$ cat config.mk
export PLATFORM = sky130hd
export DESIGN_NAME = psd_csr
export DESIGN_NICKNAME = d
export VERILOG_FILES = /design/src/rtl/psd_pkg.sv /design/src/rtl/psd_csr.sv
export SDC_FILE = /design/constraint.sdc
export NUM_CORES = 1
export LEC_CHECK = 0
export ABC_AREA = 1
export BUFFER_PORTS_ARGS = -buffer_cell sky130_fd_sc_hd__buf_4
export CORE_AREA = 5 5 134 188
export CTS_CLUSTER_SIZE = 24
export DETAILED_ROUTE_END_ITERATION = 16
export DIE_AREA = 0 0 139 193
export GPL_ROUTABILITY_DRIVEN = 1
export PLACE_DENSITY = 0.76
export SYNTH_ARGS = -nofsm -noshare
export SYNTH_HDL_FRONTEND = slang
export SYNTH_SLANG_ARGS = --single-unit
$ cat constraint.sdc
create_clock -name clock -period 3.85 [get_ports clock]
set_input_delay 0.5775 -clock clock [delete_from_list [all_inputs] [get_ports clock]]
set_output_delay 0.5775 -clock clock [all_outputs]
set_load 0.03 [all_outputs]
$ cat src/rtl/psd_pkg.sv
// Shared constants, types and helpers of the point to segment distance block.
`timescale 1ns / 1ps

package psd_pkg;

   // Default coordinate width, signed Q16.16
   localparam int COORD_WIDTH_DEFAULT = 32;

   // Number of configuration registers (start x, y, z then end x, y, z)
   localparam int REG_COUNT = 6;

   // Region codes of a result
   localparam logic [1:0] REGION_START      = 2'd0;
   localparam logic [1:0] REGION_INTERIOR   = 2'd1;
   localparam logic [1:0] REGION_END        = 2'd2;
   localparam logic [1:0] REGION_DEGENERATE = 2'd3;

   // Control that travels with each request down the pipeline
   typedef struct packed {
      logic       valid;
      logic [1:0] region;
   } ctl_type;

   // Register bus data width: 64 bits once a coordinate no longer fits 32
   function automatic int csr_data_width(input int coord_width);
      return (coord_width > 32) ? 64 : 32;
   endfunction

   // Byte address width: three index bits above the register stride
   function automatic int csr_addr_width(input int coord_width);
      return ((coord_width > 32) ? 3 : 2) + 3;
   endfunction

endpackage

$ cat src/rtl/psd_csr.sv
// Segment end point registers behind the APB-style register port.
`timescale 1ns / 1ps

module psd_csr import psd_pkg::*; #(
   parameter int COORD_WIDTH = COORD_WIDTH_DEFAULT
) (
   input  logic                                      clock,
   input  logic                                      reset,
   input  logic                                      csr_psel,
   input  logic                                      csr_penable,
   input  logic                                      csr_pwrite,
   input  logic [csr_addr_width(COORD_WIDTH)-1:0]    csr_paddr,
   input  logic [csr_data_width(COORD_WIDTH)-1:0]    csr_pwdata,
   output logic [csr_data_width(COORD_WIDTH)-1:0]    csr_prdata,
   output logic                                      csr_pready,
   output logic [2:0][COORD_WIDTH-1:0]               seg_start,
   output logic [2:0][COORD_WIDTH-1:0]               seg_end
);

   localparam int W      = COORD_WIDTH;
   localparam int DATA_W = csr_data_width(COORD_WIDTH);
   localparam int ADDR_W = csr_addr_width(COORD_WIDTH);
   localparam int LSB    = ADDR_W - 3;

   logic [W-1:0] seg_ff [REG_COUNT];
   logic [2:0]   index;
   logic         index_ok;

   assign index    = csr_paddr[ADDR_W-1:LSB];
   assign index_ok = (index < 3'(REG_COUNT));

   // Take a write in the access phase; drop writes beyond the register list
   always_ff @(posedge clock) begin
      if (reset) begin
         for (int i = 0; i < REG_COUNT; i++) begin
            seg_ff[i] <= '0;
         end
      end else if (csr_psel && csr_penable && csr_pwrite && index_ok) begin
         seg_ff[index] <= csr_pwdata[W-1:0];
      end
   end

   // Return the addressed register, zero beyond the list
   always_comb begin
      csr_prdata = '0;
      if (index_ok) begin
         csr_prdata = DATA_W'(seg_ff[index]);
      end
   end

   assign csr_pready = 1'b1;

   always_comb begin
      for (int k = 0; k < 3; k++) begin
         seg_start[k] = seg_ff[k];
         seg_end[k]   = seg_ff[3 + k];
      end
   end

endmodule

# Word level (Yosys, flattened, before mapping)
# Memories as Yosys holds them, arrays and structs flattened.
# Cells that the tools add are included.
[totals] regBits=0 mem_bits_rw=192 wordCells=15 out_inout_bits=225 in_bits=42 memories=1
[memory_table] memory="seg_ff" words=6 word_bits=32 rd=7 rd_clocked_by_memory_dff=0 wr=6 line="psd_csr.sv:25" source="logic [W-1:0] seg_ff [REG_COUNT];"
[op_classes] muxes=9 order_cmp=1 reduce_logical=4
[ops] cell="32-bit two-way mux" count=2
[ops] cell="32-bit OR reduction" count=1
[ops] cell="1-bit two-way mux" count=6
[ops] cell="1-bit logical AND" count=3
[ops] cell="3-bit < comparator (second input constant)" count=1
[ops] cell="3-bit two-way mux" count=1

# Longest topological paths before layout
# Gate-level depths: netlist of the first run.
[depth] ltp_word=8 ltp_mapped=8 ltp_nobuf=6

# Worst setup path after synthesis of the first run
# Ideal clock, no wire load.
[synth_timing] kind="input-to-reg" start="input port csr_paddr[2]" end="memory seg_ff[5][0] (netlist name), enable pin" setup_slack_ns=0.076 n_path_buf=2 t_required_ns=3.384 arrival_ns=3.308 path_stages=4 setup_ns=0.466 path_cell_list="buf_2 > buf_2 > nand3_1 > o21ai_0"
[synth_lines] element="from (decl)" line="psd_csr.sv:12" source="input logic [csr_addr_width(COORD_WIDTH)-1:0] csr_paddr,"
[synth_lines] element="to (decl)" line="psd_csr.sv:25"

# Worst setup path after layout of the first run
[layout_timing] start="input port csr_paddr[3]" end="output port csr_prdata[17]"
[layout_between] elab_chain_cells=2 elab_cells_between_ends=3 classes_between="1 x order compare; 1 x mux; 1 x memory"
[layout_rtl] element="memory 6 x 32 bit or 3-bit < comparator (tied branches)"
[layout_rtl] element="32-bit two-way mux *" line="psd_csr.sv:46" source="if (index_ok) begin"
[layout_rtl] element="to (decl)" line="psd_csr.sv:14" source="output logic [csr_data_width(COORD_WIDTH)-1:0] csr_prdata,"
# Mark *: on every way between the ends. The rest lies on a longest branch, timed or not.

==> flow_metrics.tcl, run 1 <==
set metrics [dict create \
    ys_types 20 \
    ys_top_cells_by_area "edfxtp_1 (68%), nor2_1 (14%), nand2_1 (5.3%)" \
    biggestRegsByFlops "seg_ff x256" \
    drc 0 \
    grt_pass1_wl_um 51500 \
    cts.repair.resized 0 \
    core_area_um2 23470 \
    cp.arrival_ns 2.20 \
    grt.overflow.total 0 \
    setup_ws_ns 1.076 \
    cts_root_buffer "clkbuf_16" \
    status "finished, final reports clean" \
    largest_reg_flops 256 \
    clock_sinks 256 \
    syn_inst 1104 \
    period_share_pct 72.05 \
    holdWs_ns 0.3729 \
    powerDensity_nw_per_um2 455.1 \
    routabilityCongestion 0.8361 \
    grt_antenna_before_repair 1 \
    start_util_pct 47.83 \
    drive_gt1_share_pct 24.79 \
    synth_top_area_share_pct 68.48 \
    end_kind "output pin" \
    avgSynthCellArea_um2 10.17 \
    fillers 1884 \
    crit_path_start_kind "input pin" \
    first_pass_iters 6 \
    ctsLongestPathBuffers 3 \
    top_register "seg_ff" \
    cts_made_buffers 24 \
    wirelength_um 35250 \
    dp_slack_ns 1.016 \
    dpl.hpwl_um 22900 \
    die_w_um 139 \
    clkTransAtPathRegs_ns 0.06 \
    yosysSeqAreaShare_pct 68.48 \
    finalHoldViolCount 0 \
    ant_nets 0 \
    min_to "seg_ff[4][31]" \
    grt_start_max_net_pins 82 \
    hold_buffers 0 \
    cts_tree "built" \
    synth-seq-cells 256 \
    area_growth_pct 29.48 \
    fmax_mhz 360.5 \
    rsz0062_at_grt "no" \
    p_leak_nw 5.967 \
    io-pin-count 267 \
    cp_max_fo 64 \
    dieHeight_um 193 \
    initialDrtViolationCount 739 \
    vias_per_cell 5.268 \
    wire_per_inst_um 20.22 \
    worst_pin_slew_ns 0.9331 \
    max-cap-violations 0 \
    setup_viol 0 \
    synthesis.area_um2 11230 \
    die-area_um2 26830 \
    min_path_cells 3 \
    port_buffers 263 \
    std_cell_rows 67 \
    multi_input_area_um2 3263 \
    critical_path_required_ns 3.27 \
    drv_slew 0 \
    hp-class "input pin to flip-flop" \
    synth_area_leader_cell "edfxtp_1" \
    htree_num_levels 1 \
    regArea_um2 7687 \
    cts_setup_buffers 0 \
    finalSetupTns_ns 0 \
    yosysWarnings 0 \
    peakVddDrop_mv 0.3377 \
    nNetsFinal 1458 \
    num_vias 9182 \
    crit_type "input pin to output pin" \
    grt_pass1_vias 9239 \
    grt_usage_pct 25.13 \
    min_from "csr_pwdata[31]" \
    relSlewSlack_pct 37.73 \
    min_period_ns 2.774 \
]
-- power breakdown --
group          internal (mW)  switching (mW)  leakage (nW)  total, mW
Clock                   1.32           0.974         0.369       2.30
Combinational          0.317           0.695          3.16       1.01
Sequential              3.22          0.0828          2.44       3.31
Total                   4.86            1.75          5.97       6.61
-- layer usage --
metal	vias to the layer above	routed length [µm]	global-route usage (%)
li1	4192	-	-
met1	4422	12290	28.22
met2	479	18560	47.12
met3	89	2801	3.800
met4	0	1595	11.60
met5	-	0	0
-- stage by stage --
stage | util, % | cells | area, µm² | power, mW
3_5_place_dp | 58.71 | 1700 | 13780 | 4.372
4_1_cts | 61.91 | 1742 | 14530 | 6.636
6_report | 61.92 | 1743 | 14540 | 6.615
5_1_grt | 61.92 | 1743 | 14540 | 6.831
3_3_place_gp | 58.71 | 1700 | 13780 | 4.354
2_1_floorplan | - | 1167 | 11460 | 3.940
-- cells in the mapped netlist, drive strengths merged --
library cell / n
buf: 47
clkbuf: 16
clkinv: 1
conb: 2
edfxtp: 256
inv: 57
nand2: 172
nand3: 2
nand4: 2
nor2: 420
o21ai: 113
o22ai: 16
-- layout by cell type (no fill, tap or decap), drive strengths merged --
cell type / instances
o21ai: 113
buf: 286
conb: 65
diode: 1
nand4: 2
o22ai: 16
inv: 57
nand3: 2
bufinv: 2
clkbuf: 33
edfxtp: 256
nor2: 420
nand2: 172
clkinv: 8
-- kinds of logic (layout without fill, tap and decap cells) --
logic type             count (synthesis)  after routing  share of synthesized area [%]
AND/OR/NAND/NOR                      596            596                          20.71
flip-flops                           256            256                          68.48
buffers and inverters                121            386                          4.815
AO/OA/AOI/OAI                        129            129                          5.930
other                                  2             66                        0.06690
-- layout make-up --
type	count	share of cell area (%)
Antenna cell	1	0.01722
Tap cell	310	2.669
Clock inverter	9	0.6628
Clock buffer	33	4.511
Multi-Input combinational cell	790	22.45
Sequential cell	256	52.89
Inverter	58	1.515
Timing Repair Buffer	286	15.29
-- how the worst max path moves through the flow --
stage	from	endpoint	slack, ns	depth (start not counted)
floorplan	csr_paddr[2]	seg_ff[5][0]	0.08	4
global placement	reset	seg_ff[4][27]	1.03	7
detailed placement	reset	seg_ff[4][27]	1.02	7
CTS	csr_paddr[3]	csr_prdata[17]	1.13	8
global route	csr_paddr[3]	csr_prdata[17]	1.0	8
finish	csr_paddr[3]	csr_prdata[17]	1.08	8
-- worst max-delay path, stage by stage --
cell	delay, ns
buf_4	0.12
buf_4	0.69
nor2_1	0.13
o21ai_0	0.13
nand2_1	0.15
nand2_1	0.14
nand2_1	0.07
buf_4	0.16
(Power assumes the default switching activity.)
==> run 2, diff against run 1 <==
Clock period 3.85 ns to 2.5 ns, I/O delays scaled along.
==> flow_metrics.tcl, run 2 (synthesized netlist as in run 1, its figures left out) <==
set metrics [dict create \
    status "finished, final reports clean" \
    die_w_um 139 \
    cp.arrival_ns 1.74 \
    drv_slew 0 \
    cts_tree "built" \
    top_register "seg_ff" \
    startpoint "csr_paddr[3]" \
    wirelength_um 35320 \
    max-cap-violations 0 \
    final_common_cell "nor2_1" \
    dieHeight_um 193 \
    io-pin-count 267 \
    fillers 1888 \
    p_leak_nw 6.061 \
    min_period_ns 2.117 \
    first_pass_iters 5 \
    start_util_pct 47.83 \
    cts_made_buffers 24 \
    wire_per_inst_um 20.08 \
    diodes 0 \
    cts_root_buffer "clkbuf_16" \
    ant_nets 0 \
    grt_start_max_net_pins 64 \
    clkTransAtPathRegs_ns 0.06 \
    grt_usage_pct 25.41 \
    drc 0 \
    multi_input_area_um2 3263 \
    grt.overflow.total 0 \
    crit_path_start_kind "input pin" \
    cp_max_fo 18 \
    place_area_um2 13940 \
    finalSetupTns_ns 0 \
    nNetsFinal 1473 \
    htree_num_levels 1 \
    end_kind "output pin" \
    crit_type "input pin to output pin" \
    std_cell_rows 67 \
    drive_gt1_share_pct 25.67 \
    period_share_pct 84.69 \
    worst_pin_slew_ns 0.5186 \
    num_vias 9147 \
    biggestRegsByFlops "seg_ff x256" \
    critical_path_required_ns 2.12 \
    peakVddDrop_mv 0.6551 \
    hp-class "input pin to flip-flop" \
    initialDrtViolationCount 652 \
    area_growth_pct 31.02 \
    rsz0062_at_grt "no" \
    finalHoldViolCount 0 \
    powerDensity_nw_per_um2 697.4 \
    design_area_um2 14710 \
    clock_sinks 256 \
    grt_antenna_before_repair 0 \
    largest_reg_flops 256 \
    regArea_um2 7687 \
    core_area_um2 23470 \
    hold_buffers 0 \
    die-area_um2 26830 \
    routabilityCongestion 0.8559 \
    grt_pass1_wl_um 52240 \
    setup_viol 0 \
    vias_per_cell 5.200 \
    mostFrequentLayoutCells "nor2_1 (408), buf_4 (291), edfxtp_1 (256), nand2_1 (152), o21ai_0 (112)" \
    fmax_mhz 472.3 \
    cts.repair.resized 0 \
    dpl.hpwl_um 24110 \
    ctsLongestPathBuffers 3 \
    port_buffers 263 \
    cp-endpoint "csr_prdata[14]" \
    grt_pass1_vias 9308 \
    relSlewSlack_pct 65.42 \
    power_mw 10.26 \
    cts_setup_buffers 0 \
]
[run 2: cell type report]
type,count,area share (%)
flip-flops and latches,256,52.27
multi-input cells,790,22.19
repair buffers,301,16.21
clock buffers,31,4.407
well taps,310,2.637
inverters,58,1.497
clock inverters,13,0.7912
[run 2: routing by layer]
metal	GRT usage (%)	up-vias	wire length, µm
met3	4.959	112	2675
met2	48.05	442	18770
met5	0	-	0
met4	12.58	0	1875
li1	-	4222	-
met1	27.04	4371	12000
[run 2: where the power goes]
part / switching, mW / internal, mW / total (mW) / leakage (nW)
combinational: 1.07 / 0.508 / 1.58 / 3.25
sequential: 0.129 / 4.96 / 5.09 / 2.44
clock: 1.55 / 2.04 / 3.59 / 0.374
[run 2: worst max-delay path, cell delays in order]
cell	delay [ns]
buf_4	0.13
inv_2	0.19
nand2_1	0.20
inv_1	0.12
buf_4	0.30
nand2_1	0.14
nand2_1	0.10
buf_4	0.16
[run 2: through the flow]
step	cells	hold slack (ns)	utilization [%]	setup slack, ns
after floorplan	1167	0.5948	-	0.2826
after global placement	1715	0.6823	59.40	0.3891
after detailed placement	1715	0.6934	59.40	0.3733
after CTS	1759	0.1536	62.66	0.3717
after global routing	1759	0.1633	62.66	0.2816
final	1759	0.1643	62.66	0.3828
[run 2: worst min path at each step]
stage	startpoint	to	slack, ns	depth (start not counted)
3_5_place_dp	csr_pwdata[3]	seg_ff[4][3]	0.69	3
5_1_grt	csr_pwdata[3]	seg_ff[4][3]	0.16	3
6_report	csr_pwdata[3]	seg_ff[4][3]	0.16	3
4_1_cts	csr_pwdata[3]	seg_ff[4][3]	0.15	3
2_1_floorplan	csr_pwdata[13]	seg_ff[4][13]	0.59	2
3_3_place_gp	csr_pwdata[31]	seg_ff[4][31]	0.68	3
